**config.mk**
```make
export PLATFORM = sky130hd
export DESIGN_NAME = unsigned_to_ascii_formatter_core
export DESIGN_NICKNAME = d
export VERILOG_FILES = /design/src/hw/rtl/uafmt_pkg.sv /design/src/hw/rtl/uafmt_front.sv /design/src/hw/rtl/uafmt_jobq.sv /design/src/hw/rtl/uafmt_back.sv /design/src/hw/rtl/unsigned_to_ascii_formatter_core.sv
export VERILOG_INCLUDE_DIRS = /design/src /design/src/hw/rtl
export SDC_FILE = /design/constraint.sdc
export NUM_CORES = 1
export LEC_CHECK = 0
export BUFFER_PORTS_ARGS = -buffer_cell sky130_fd_sc_hd__buf_4
export CAP_MARGIN = 20
export CORE_UTILIZATION = 55
export CTS_CLUSTER_DIAMETER = 120
export DETAILED_ROUTE_END_ITERATION = 16
export PLACE_DENSITY = 0.8
export SYNTH_ARGS = -nofsm -noshare
export SYNTH_HDL_FRONTEND = slang
export SYNTH_SLANG_ARGS = --single-unit
export TNS_END_PERCENT = 10
```
**constraint.sdc**
```tcl
create_clock -name i_clk -period 10.35 [get_ports i_clk]
set_input_delay 2.5875 -clock i_clk [delete_from_list [all_inputs] [get_ports i_clk]]
set_output_delay 2.5875 -clock i_clk [all_outputs]
set_load 0.05 [all_outputs]
```
**src/hw/rtl/assert_macros.svh**
```systemverilog
// Assertion macros shared by the formatter RTL.
// Clock i_clk and active-low reset i_rst_n are taken from the including module.
`ifndef ASSERT_MACROS_SVH
`define ASSERT_MACROS_SVH
`ifndef SYNTHESIS
`define UAF_ASSERT(lbl, prop, msg) \
    lbl: assert property (@(posedge i_clk) disable iff (!i_rst_n) (prop)) else $error(msg);
`define UAF_NEVER(lbl, cond, msg) \
    lbl: assert property (@(posedge i_clk) disable iff (!i_rst_n) !(cond)) else $error(msg);
`else
`define UAF_ASSERT(lbl, prop, msg)
`define UAF_NEVER(lbl, cond, msg)
`endif
`endif

```
**src/hw/rtl/uafmt_pkg.sv**
```systemverilog
// Package for the unsigned-to-ASCII formatter: job descriptor, codes, character tables.
// No dependencies.
package uafmt_pkg;

    localparam logic [1:0] CMD_DEC   = 2'd0;
    localparam logic [1:0] CMD_HEXLO = 2'd1;
    localparam logic [1:0] CMD_HEXUP = 2'd2;
    localparam logic [1:0] CMD_PTR   = 2'd3;

    localparam logic [4:0] DEC_DIGITS   = 5'd10;
    localparam logic [4:0] HEX32_DIGITS = 5'd8;
    localparam logic [4:0] HEX64_DIGITS = 5'd16;
    localparam logic [4:0] DD_STEPS     = 5'd31;
    localparam logic [2:0] NIL_LAST     = 3'd4;
    localparam logic [2:0] PFX_LAST     = 3'd1;

    localparam logic [7:0] CH_ZERO = 8'h30;
    localparam logic [7:0] CH_X    = 8'h78;
    localparam logic [7:0] CH_LA   = 8'h61;
    localparam logic [7:0] CH_UA   = 8'h41;

    localparam int JOBQ_DEPTH = 2;
    localparam int JOBQ_AW    = $clog2(JOBQ_DEPTH);

    typedef struct packed {
        logic [63:0] digits;   // left-aligned nibbles, most significant first
        logic [4:0]  nmax;     // nibbles held in digits
        logic        upper;
        logic        prefix;
        logic        nil;
    } t_job;

    function automatic logic [7:0] nil_char(input logic [2:0] idx);
        logic [7:0] c;
        unique case (idx)
            3'd0:    c = 8'h28;
            3'd1:    c = 8'h6e;
            3'd2:    c = 8'h69;
            3'd3:    c = 8'h6c;
            default: c = 8'h29;
        endcase
        return c;
    endfunction

    function automatic logic [7:0] digit_char(input logic [3:0] d, input logic upper);
        logic [7:0] c;
        if (d < 4'd10) begin
            c = CH_ZERO + {4'd0, d};
        end else begin
            c = (upper ? CH_UA : CH_LA) + {4'd0, d} - 8'd10;
        end
        return c;
    endfunction

endpackage

```
**src/hw/rtl/uafmt_front.sv**
```systemverilog
// Front end: accepts a number, converts decimal by shift-add-3, builds a job.
// Depends on uafmt_pkg and assert_macros.svh.
`include "assert_macros.svh"
module uafmt_front import uafmt_pkg::*; (
    input  logic        i_clk,
    input  logic        i_rst_n,
    input  logic        i_push,
    output logic        o_full,
    input  logic [1:0]  i_cmd,
    input  logic [63:0] i_value,
    input  logic        i_q_full,
    output logic        o_q_push,
    output t_job        o_q_job
);

    typedef enum logic [2:0] {
        F_IDLE = 3'b001,
        F_CONV = 3'b010,
        F_PUSH = 3'b100
    } t_fstate;

    t_fstate     r_state, n_state;
    logic [31:0] r_bin, n_bin;
    logic [39:0] r_bcd, n_bcd;
    logic [39:0] adj;
    logic [4:0]  r_cnt, n_cnt;
    t_job        r_job, n_job;

    always_comb begin
        for (int i = 0; i < 10; i++) begin
            adj[4*i +: 4] = (r_bcd[4*i +: 4] >= 4'd5) ? r_bcd[4*i +: 4] + 4'd3
                                                      : r_bcd[4*i +: 4];
        end
    end

    always_comb begin
        n_state  = r_state;
        n_bin    = r_bin;
        n_bcd    = r_bcd;
        n_cnt    = r_cnt;
        n_job    = r_job;
        o_q_push = 1'b0;
        unique case (r_state)
            F_IDLE: begin
                if (i_push) begin
                    n_job.upper  = (i_cmd == CMD_HEXUP);
                    n_job.prefix = 1'b0;
                    n_job.nil    = 1'b0;
                    if (i_cmd == CMD_DEC) begin
                        n_bin   = i_value[31:0];
                        n_bcd   = '0;
                        n_cnt   = DD_STEPS;
                        n_state = F_CONV;
                    end else if (i_cmd == CMD_PTR) begin
                        n_job.digits = i_value;
                        n_job.nmax   = HEX64_DIGITS;
                        n_job.prefix = (i_value != 64'd0);
                        n_job.nil    = (i_value == 64'd0);
                        n_state      = F_PUSH;
                    end else begin
                        n_job.digits = {i_value[31:0], 32'd0};
                        n_job.nmax   = HEX32_DIGITS;
                        n_state      = F_PUSH;
                    end
                end
            end
            F_CONV: begin
                n_bin = {r_bin[30:0], 1'b0};
                n_bcd = {adj[38:0], r_bin[31]};
                n_cnt = r_cnt - 5'd1;
                if (r_cnt == 5'd0) begin
                    n_job.digits = {n_bcd, 24'd0};
                    n_job.nmax   = DEC_DIGITS;
                    n_state      = F_PUSH;
                end
            end
            F_PUSH: begin
                if (!i_q_full) begin
                    o_q_push = 1'b1;
                    n_state  = F_IDLE;
                end
            end
            default: n_state = F_IDLE;
        endcase
    end

    always_ff @(posedge i_clk) begin
        if (!i_rst_n) begin
            r_state <= F_IDLE;
        end else begin
            r_state <= n_state;
        end
    end

    always_ff @(posedge i_clk) begin
        r_bin <= n_bin;
        r_bcd <= n_bcd;
        r_cnt <= n_cnt;
        r_job <= n_job;
    end

    assign o_full  = (r_state != F_IDLE);
    assign o_q_job = r_job;

    `UAF_ASSERT(a_push_only_when_ready, o_q_push |-> (r_state == F_PUSH && !i_q_full), "queue push outside push state")
    `UAF_ASSERT(a_conv_ends_in_push, (r_state == F_CONV && r_cnt == 5'd0) |=> (r_state == F_PUSH), "conversion did not finish")

endmodule

```
**src/hw/rtl/uafmt_jobq.sv**
```systemverilog
// Short job queue between front and back ends.
// Depends on uafmt_pkg and assert_macros.svh.
`include "assert_macros.svh"
module uafmt_jobq import uafmt_pkg::*; (
    input  logic i_clk,
    input  logic i_rst_n,
    input  logic i_push,
    input  t_job i_data,
    output logic o_full,
    input  logic i_pop,
    output t_job o_data,
    output logic o_empty
);

    t_job               r_mem [JOBQ_DEPTH];
    logic [JOBQ_AW:0]   r_wp, r_rp;

    assign o_empty = (r_wp == r_rp);
    assign o_full  = (r_wp[JOBQ_AW] != r_rp[JOBQ_AW]) &&
                     (r_wp[JOBQ_AW-1:0] == r_rp[JOBQ_AW-1:0]);
    assign o_data  = r_mem[r_rp[JOBQ_AW-1:0]];

    always_ff @(posedge i_clk) begin
        if (!i_rst_n) begin
            r_wp <= '0;
            r_rp <= '0;
        end else begin
            if (i_push && !o_full) begin
                r_wp <= r_wp + (JOBQ_AW+1)'(1);
            end
            if (i_pop && !o_empty) begin
                r_rp <= r_rp + (JOBQ_AW+1)'(1);
            end
        end
    end

    always_ff @(posedge i_clk) begin
        if (i_push && !o_full) begin
            r_mem[r_wp[JOBQ_AW-1:0]] <= i_data;
        end
    end

    `UAF_NEVER(a_no_push_when_full, i_push && o_full, "job pushed into full queue")

endmodule

```
**src/hw/rtl/uafmt_back.sv**
```systemverilog
// Back end: takes jobs, skips leading zeros and emits one character per transfer.
// Depends on uafmt_pkg and assert_macros.svh.
`include "assert_macros.svh"
module uafmt_back import uafmt_pkg::*; (
    input  logic       i_clk,
    input  logic       i_rst_n,
    input  logic       i_q_empty,
    input  t_job       i_q_job,
    output logic       o_q_pop,
    input  logic       i_pop,
    output logic       o_empty,
    output logic [7:0] o_ascii_char,
    output logic       o_last,
    output logic [4:0] o_char_count
);

    typedef enum logic [3:0] {
        B_IDLE = 4'b0001,
        B_PRE  = 4'b0010,
        B_SKIP = 4'b0100,
        B_DIG  = 4'b1000
    } t_bstate;

    t_bstate     r_state, n_state;
    logic [63:0] r_dig, n_dig;
    logic [4:0]  r_left, n_left;
    logic [4:0]  r_emit, n_emit;
    logic [2:0]  r_idx, n_idx;
    logic        r_upper, n_upper;
    logic        r_nil, n_nil;
    logic        r_ov, n_ov;
    logic [7:0]  r_char, n_char;
    logic        r_last, n_last;
    logic [4:0]  r_cnt, n_cnt;
    logic        adv;
    logic        emit;

    assign adv = !r_ov || i_pop;

    always_comb begin
        n_state = r_state;
        n_dig   = r_dig;
        n_left  = r_left;
        n_emit  = r_emit;
        n_idx   = r_idx;
        n_upper = r_upper;
        n_nil   = r_nil;
        n_char  = r_char;
        n_last  = r_last;
        n_cnt   = r_cnt;
        emit    = 1'b0;
        o_q_pop = 1'b0;
        unique case (r_state)
            B_IDLE: begin
                if (!i_q_empty) begin
                    o_q_pop = 1'b1;
                    n_dig   = i_q_job.digits;
                    n_left  = i_q_job.nmax;
                    n_upper = i_q_job.upper;
                    n_nil   = i_q_job.nil;
                    n_emit  = 5'd0;
                    n_idx   = 3'd0;
                    n_state = (i_q_job.nil || i_q_job.prefix) ? B_PRE : B_SKIP;
                end
            end
            B_PRE: begin
                if (adv) begin
                    emit   = 1'b1;
                    n_char = r_nil ? nil_char(r_idx) : ((r_idx == 3'd0) ? CH_ZERO : CH_X);
                    n_last = r_nil && (r_idx == NIL_LAST);
                    n_cnt  = n_last ? r_emit + 5'd1 : 5'd0;
                    n_emit = r_emit + 5'd1;
                    n_idx  = r_idx + 3'd1;
                    if (r_nil && r_idx == NIL_LAST) begin
                        n_state = B_IDLE;
                    end else if (!r_nil && r_idx == PFX_LAST) begin
                        n_state = B_SKIP;
                    end
                end
            end
            B_SKIP: begin
                if (r_dig[63:60] == 4'd0 && r_left > 5'd1) begin
                    n_dig  = {r_dig[59:0], 4'd0};
                    n_left = r_left - 5'd1;
                end else begin
                    n_state = B_DIG;
                end
            end
            B_DIG: begin
                if (adv) begin
                    emit   = 1'b1;
                    n_char = digit_char(r_dig[63:60], r_upper);
                    n_last = (r_left == 5'd1);
                    n_cnt  = n_last ? r_emit + 5'd1 : 5'd0;
                    n_emit = r_emit + 5'd1;
                    n_dig  = {r_dig[59:0], 4'd0};
                    n_left = r_left - 5'd1;
                    if (r_left == 5'd1) begin
                        n_state = B_IDLE;
                    end
                end
            end
            default: n_state = B_IDLE;
        endcase
        if (emit) begin
            n_ov = 1'b1;
        end else if (i_pop) begin
            n_ov = 1'b0;
        end else begin
            n_ov = r_ov;
        end
    end

    always_ff @(posedge i_clk) begin
        if (!i_rst_n) begin
            r_state <= B_IDLE;
            r_ov    <= 1'b0;
        end else begin
            r_state <= n_state;
            r_ov    <= n_ov;
        end
    end

    always_ff @(posedge i_clk) begin
        r_dig   <= n_dig;
        r_left  <= n_left;
        r_emit  <= n_emit;
        r_idx   <= n_idx;
        r_upper <= n_upper;
        r_nil   <= n_nil;
        r_char  <= n_char;
        r_last  <= n_last;
        r_cnt   <= n_cnt;
    end

    assign o_empty      = !r_ov;
    assign o_ascii_char = r_char;
    assign o_last       = r_last;
    assign o_char_count = r_cnt;

    `UAF_ASSERT(a_last_has_count, (r_ov && r_last) |-> (r_cnt != 5'd0 && r_cnt <= 5'd18), "bad count on last")
    `UAF_NEVER(a_dig_left_nonzero, r_state == B_DIG && r_left == 5'd0, "digit state with nothing left")

endmodule

```
**src/hw/rtl/unsigned_to_ascii_formatter_core.sv**
```systemverilog
// Top level of the unsigned-to-ASCII formatter: front end, job queue, back end.
// Depends on uafmt_pkg, uafmt_front, uafmt_jobq, uafmt_back.
//
//  channel  | handshake      | payload
//  ---------+----------------+-----------------------------------------
//  input    | push / full    | i_cmd[1:0], i_value[63:0]
//  result   | pop / empty    | o_ascii_char[7:0], o_last, o_char_count[4:0]
//
// Decimal items run the shift-add-3 loop in the front end (32 steps); hex and
// pointer items go straight to the push state. The back end loads a job, skips
// leading zero nibbles one at a time, then moves on to the first digit (not for
// "(nil)") and emits one character per transfer.
// Front and back overlap through a two-entry job queue; either side stalls alone.
// Synchronous active-low reset empties the queue and the result register.
module unsigned_to_ascii_formatter_core import uafmt_pkg::*; (
    input  logic        i_clk,
    input  logic        i_rst_n,
    input  logic        push,
    output logic        full,
    input  logic [1:0]  i_cmd,
    input  logic [63:0] i_value,
    input  logic        pop,
    output logic        empty,
    output logic [7:0]  o_ascii_char,
    output logic        o_last,
    output logic [4:0]  o_char_count
);

    logic q_push, q_full, q_pop, q_empty;
    t_job q_wjob, q_rjob;

    uafmt_front u_front (
        .i_clk    (i_clk),
        .i_rst_n  (i_rst_n),
        .i_push   (push),
        .o_full   (full),
        .i_cmd    (i_cmd),
        .i_value  (i_value),
        .i_q_full (q_full),
        .o_q_push (q_push),
        .o_q_job  (q_wjob)
    );

    uafmt_jobq u_jobq (
        .i_clk   (i_clk),
        .i_rst_n (i_rst_n),
        .i_push  (q_push),
        .i_data  (q_wjob),
        .o_full  (q_full),
        .i_pop   (q_pop),
        .o_data  (q_rjob),
        .o_empty (q_empty)
    );

    uafmt_back u_back (
        .i_clk        (i_clk),
        .i_rst_n      (i_rst_n),
        .i_q_empty    (q_empty),
        .i_q_job      (q_rjob),
        .o_q_pop      (q_pop),
        .i_pop        (pop),
        .o_empty      (empty),
        .o_ascii_char (o_ascii_char),
        .o_last       (o_last),
        .o_char_count (o_char_count)
    );

endmodule

```
==> metrics.txt <==
Power Density=210 nW/um^2; Final Hold Vio Count=0; CTS tree=done; Max-Cap Viols=0; Mean Syn Cell Area=13.7 sq um; hold buffers post-CTS=0; Yosys top cell area share=0.683; CTS H-tree depth=2; number of buffers and inverters on the critical path=2; Final period util=0.429; post_cts resized=0; sequential element share of the synthesized area=0.699; worst-margin pin slew=1.02 ns; setup slack, reg-to-reg=7.15 ns; num rows=63; crit path capture=u_front.o_q_job[21]; post-layout util=0.635; Cell Chain, Critical Path=buf_4 -> nor4bb_1 -> o21ai_0 -> o21ai_4 -> buf_4; HPWL reported at the end of detailed placement=21,800 um; total track usage=0.217; die area=31,000 sq um; met3 WL=2220 um; Crit path top cell by count=buf_4; DR DRC count=0; warnings from Yosys=0; WL final=33,000 um; crit path DAT=4.59 ns; RR Startpoint=u_back.r_state[1]; number of nets in the final layout=1,400; main flop type after synthesis=edfxtp_1; met1 wire length=14,500 um; first-pass GRT wire length=51,500 um; R2R depth=5; asr flop ratio synth=0; grt total ovfl=0; R2R Path End=u_back.r_dig[4]; CP peak stage delay=0.73 ns; Clk pin slew, worst setup/hold paths=0.06 ns; status=finished, final reports clean; wire length on met2=15,400 um; max-slew violations=0; Cells after Synth=1,212; setup_tns=0 ns; area occupied by multi-input gates=4700 sq um; CTS Root Cell=clkbuf_16; VDD IR max=0.150 mV; Leak=0.00668 uW; Die X=176 um; setup repair bufs after CTS=0; Initial DRT Pass Iterations=5; Syn Std Cell Area=16,700 sq um; Crit-path slowest cell=nor4bb_1; DR top layer=met4; FILL cells=2,080; top area cells in the synthesized netlist=edfxtp_1 (68%), mux2i_1 (5.9%), nand2_1 (4.3%); fin crit period=4.44 ns; Routed Antenna Nets=0; CP Depth=5; antenna diode count=0; I/O Buffers=84; Setup crit end kind=flop; worst clock skew=0.0198 ns; CTS max path bufs=3; TritonCTS buffer count=39; initial core utilization=0.560; DR iter-0 viols=919; CP Launch Type=primary input; Max Fclk=225 MHz; Sequential cell area=11,600 sq um; RSZ-0062 raised after global routing=false; largest area contributor in the netlist=edfxtp_1; Via Count=9,873; Core ar.=29,700 sq um; Final Setup Violations=0; vias in the first global route=9,672; area grow syn2layout=13.3%; Commonest cells post-synth=edfxtp_1 (379), nand2_1 (191), mux2i_1 (98), o21ai_0 (79), nor2_1 (60); fraction of layout cells with a size suffix above 1=0.126; top-count cell post-synth=edfxtp_1; critical path class=primary input to flop; drt via density=5.76; cell family with most CP delay=buffers and inverters; relative slew slack=0.322; # clock sinks=392; Syn Nets=1,313; CP max FO=68; crit path from=push; Boundary Pins=86; required time of the critical path=10.50 ns; min-delay worst type=flop to flop; Post-synth EDFFs=379; initial antenna violation count=0; DR WL/cell=19.3 um; GP Congestion=0.881; clk_lat worst skew=0.53 ns; largest net degree at the start of global routing=87; Synth cell types=56; Yosys reg bits=392; die height=176 um
==> worst min-delay path by stage <==
stage / start / endpoint / slack (ns) / cells after the start
final: u_front.o_q_job[23] / u_jobq.r_mem[1][23] / 0.45 / 0
after global placement: u_front.o_q_job[31] / u_jobq.r_mem[0][31] / 0.42 / 0
after global routing: u_front.o_q_job[17] / u_jobq.r_mem[1][17] / 0.46 / 0
after CTS: u_front.o_q_job[23] / u_jobq.r_mem[0][23] / 0.45 / 0
after floorplan: u_front.o_q_job[0] / u_jobq.r_mem[0][0] / 0.42 / 0
after detailed placement: u_front.o_q_job[17] / u_jobq.r_mem[1][17] / 0.43 / 0
==> registers in the layout (all words and copies together), names as in the netlist, 2 cells and up, named ones only <==
register / cells
u_front.o_q_job: 70
u_jobq.r_wp: 2
u_front.r_cnt: 5
u_back.r_state: 4
u_back.o_char_count: 5
u_jobq.r_rp: 2
u_back.r_left: 5
u_back.r_emit: 5
u_back.o_ascii_char: 7
u_front.r_bin: 32
u_jobq.r_mem: 140
u_back.r_idx: 3
u_front.r_state: 3
u_back.r_dig: 64
u_front.r_bcd: 40
==> cell usage in the layout (no fill, tap or decap), types with 6 or more instances in the layout <==
master     instances
edfxtp_1         379
nand2_1          188
mux2i_1           98
buf_4             95
o21ai_0           78
nor2_1            58
clkbuf_16         40
inv_1             37
ha_1              31
a21oi_1           30
and2_1            29
o21bai_1          25
a211oi_1          22
xnor2_1           18
xor2_1            17
nor4_1            17
a21o_1            16
nor3_1            13
nand2b_1          13
dfxtp_1           12
o22ai_1            9
nor2b_1            8
clkinv_1           7
clkbuf_1           7
nand3_1            6
clkinv_2           6
==> worst reg2reg max path: cells and delay by family, from the launching register on <==
family | cells | cell delay [ns]
AO/OA/AOI/OAI | 2 | 0.38
AND/OR/NAND/NOR | 2 | 1.25
buffers and inverters | 1 | 0.74
flip-flops | 1 | 0.39
==> metrics by stage <==
step                      hold slack (ns)  total power (uW)  setup slack, ns  std cells  area (sq um)
after floorplan                     0.421              2510             1.81       1212         16700
after global placement              0.425              2640             5.51       1648         17700
after detailed placement            0.431              2670             5.38       1648         17700
after CTS                           0.449              3980             5.92       1714         18900
after global routing                0.461              4110             5.73       1714         18900
final                               0.447              3960             5.91       1714         18900
==> cells by family (layout without fill, tap and decap cells) <==
kind of cell | count (synthesis) | count (layout) | share of synthesized area
DFF | 392 | 392 | 0.699
and+or+nand+nor | 362 | 362 | 0.0999
AOI/OAI and AO/OA | 203 | 203 | 0.0759
muxes | 101 | 101 | 0.0612
buffers and inverters | 87 | 199 | 0.0222
xor gates and xnor gates | 35 | 35 | 0.0184
adders and majority gates | 31 | 31 | 0.0233
other | 1 | 1 | 0.000225
==> cell type report <==
cell class / instances / share of cell area
flip-flops and latches: 392 / 0.617
multi-input cells: 733 / 0.249
clock buffers: 47 / 0.0544
repair buffers: 95 / 0.0378
well taps: 390 / 0.0259
clock inverters: 19 / 0.00848
inverters: 38 / 0.00756
==> where the power goes <==
part	internal, uW	switching, uW	total (uW)
combinational	173	318	491
sequential	2030	114	2150
clock	757	562	1320
total	2960	994	3960
==> per-layer routing <==
metal / GRT usage / vias up
met5: 0 / -
met4: 0.0685 / 0
met3: 0.0338 / 64
met2: 0.343 / 400
met1: 0.311 / 4782
li1: - / 4627
Note: power is estimated with default switching activity, not from simulation.
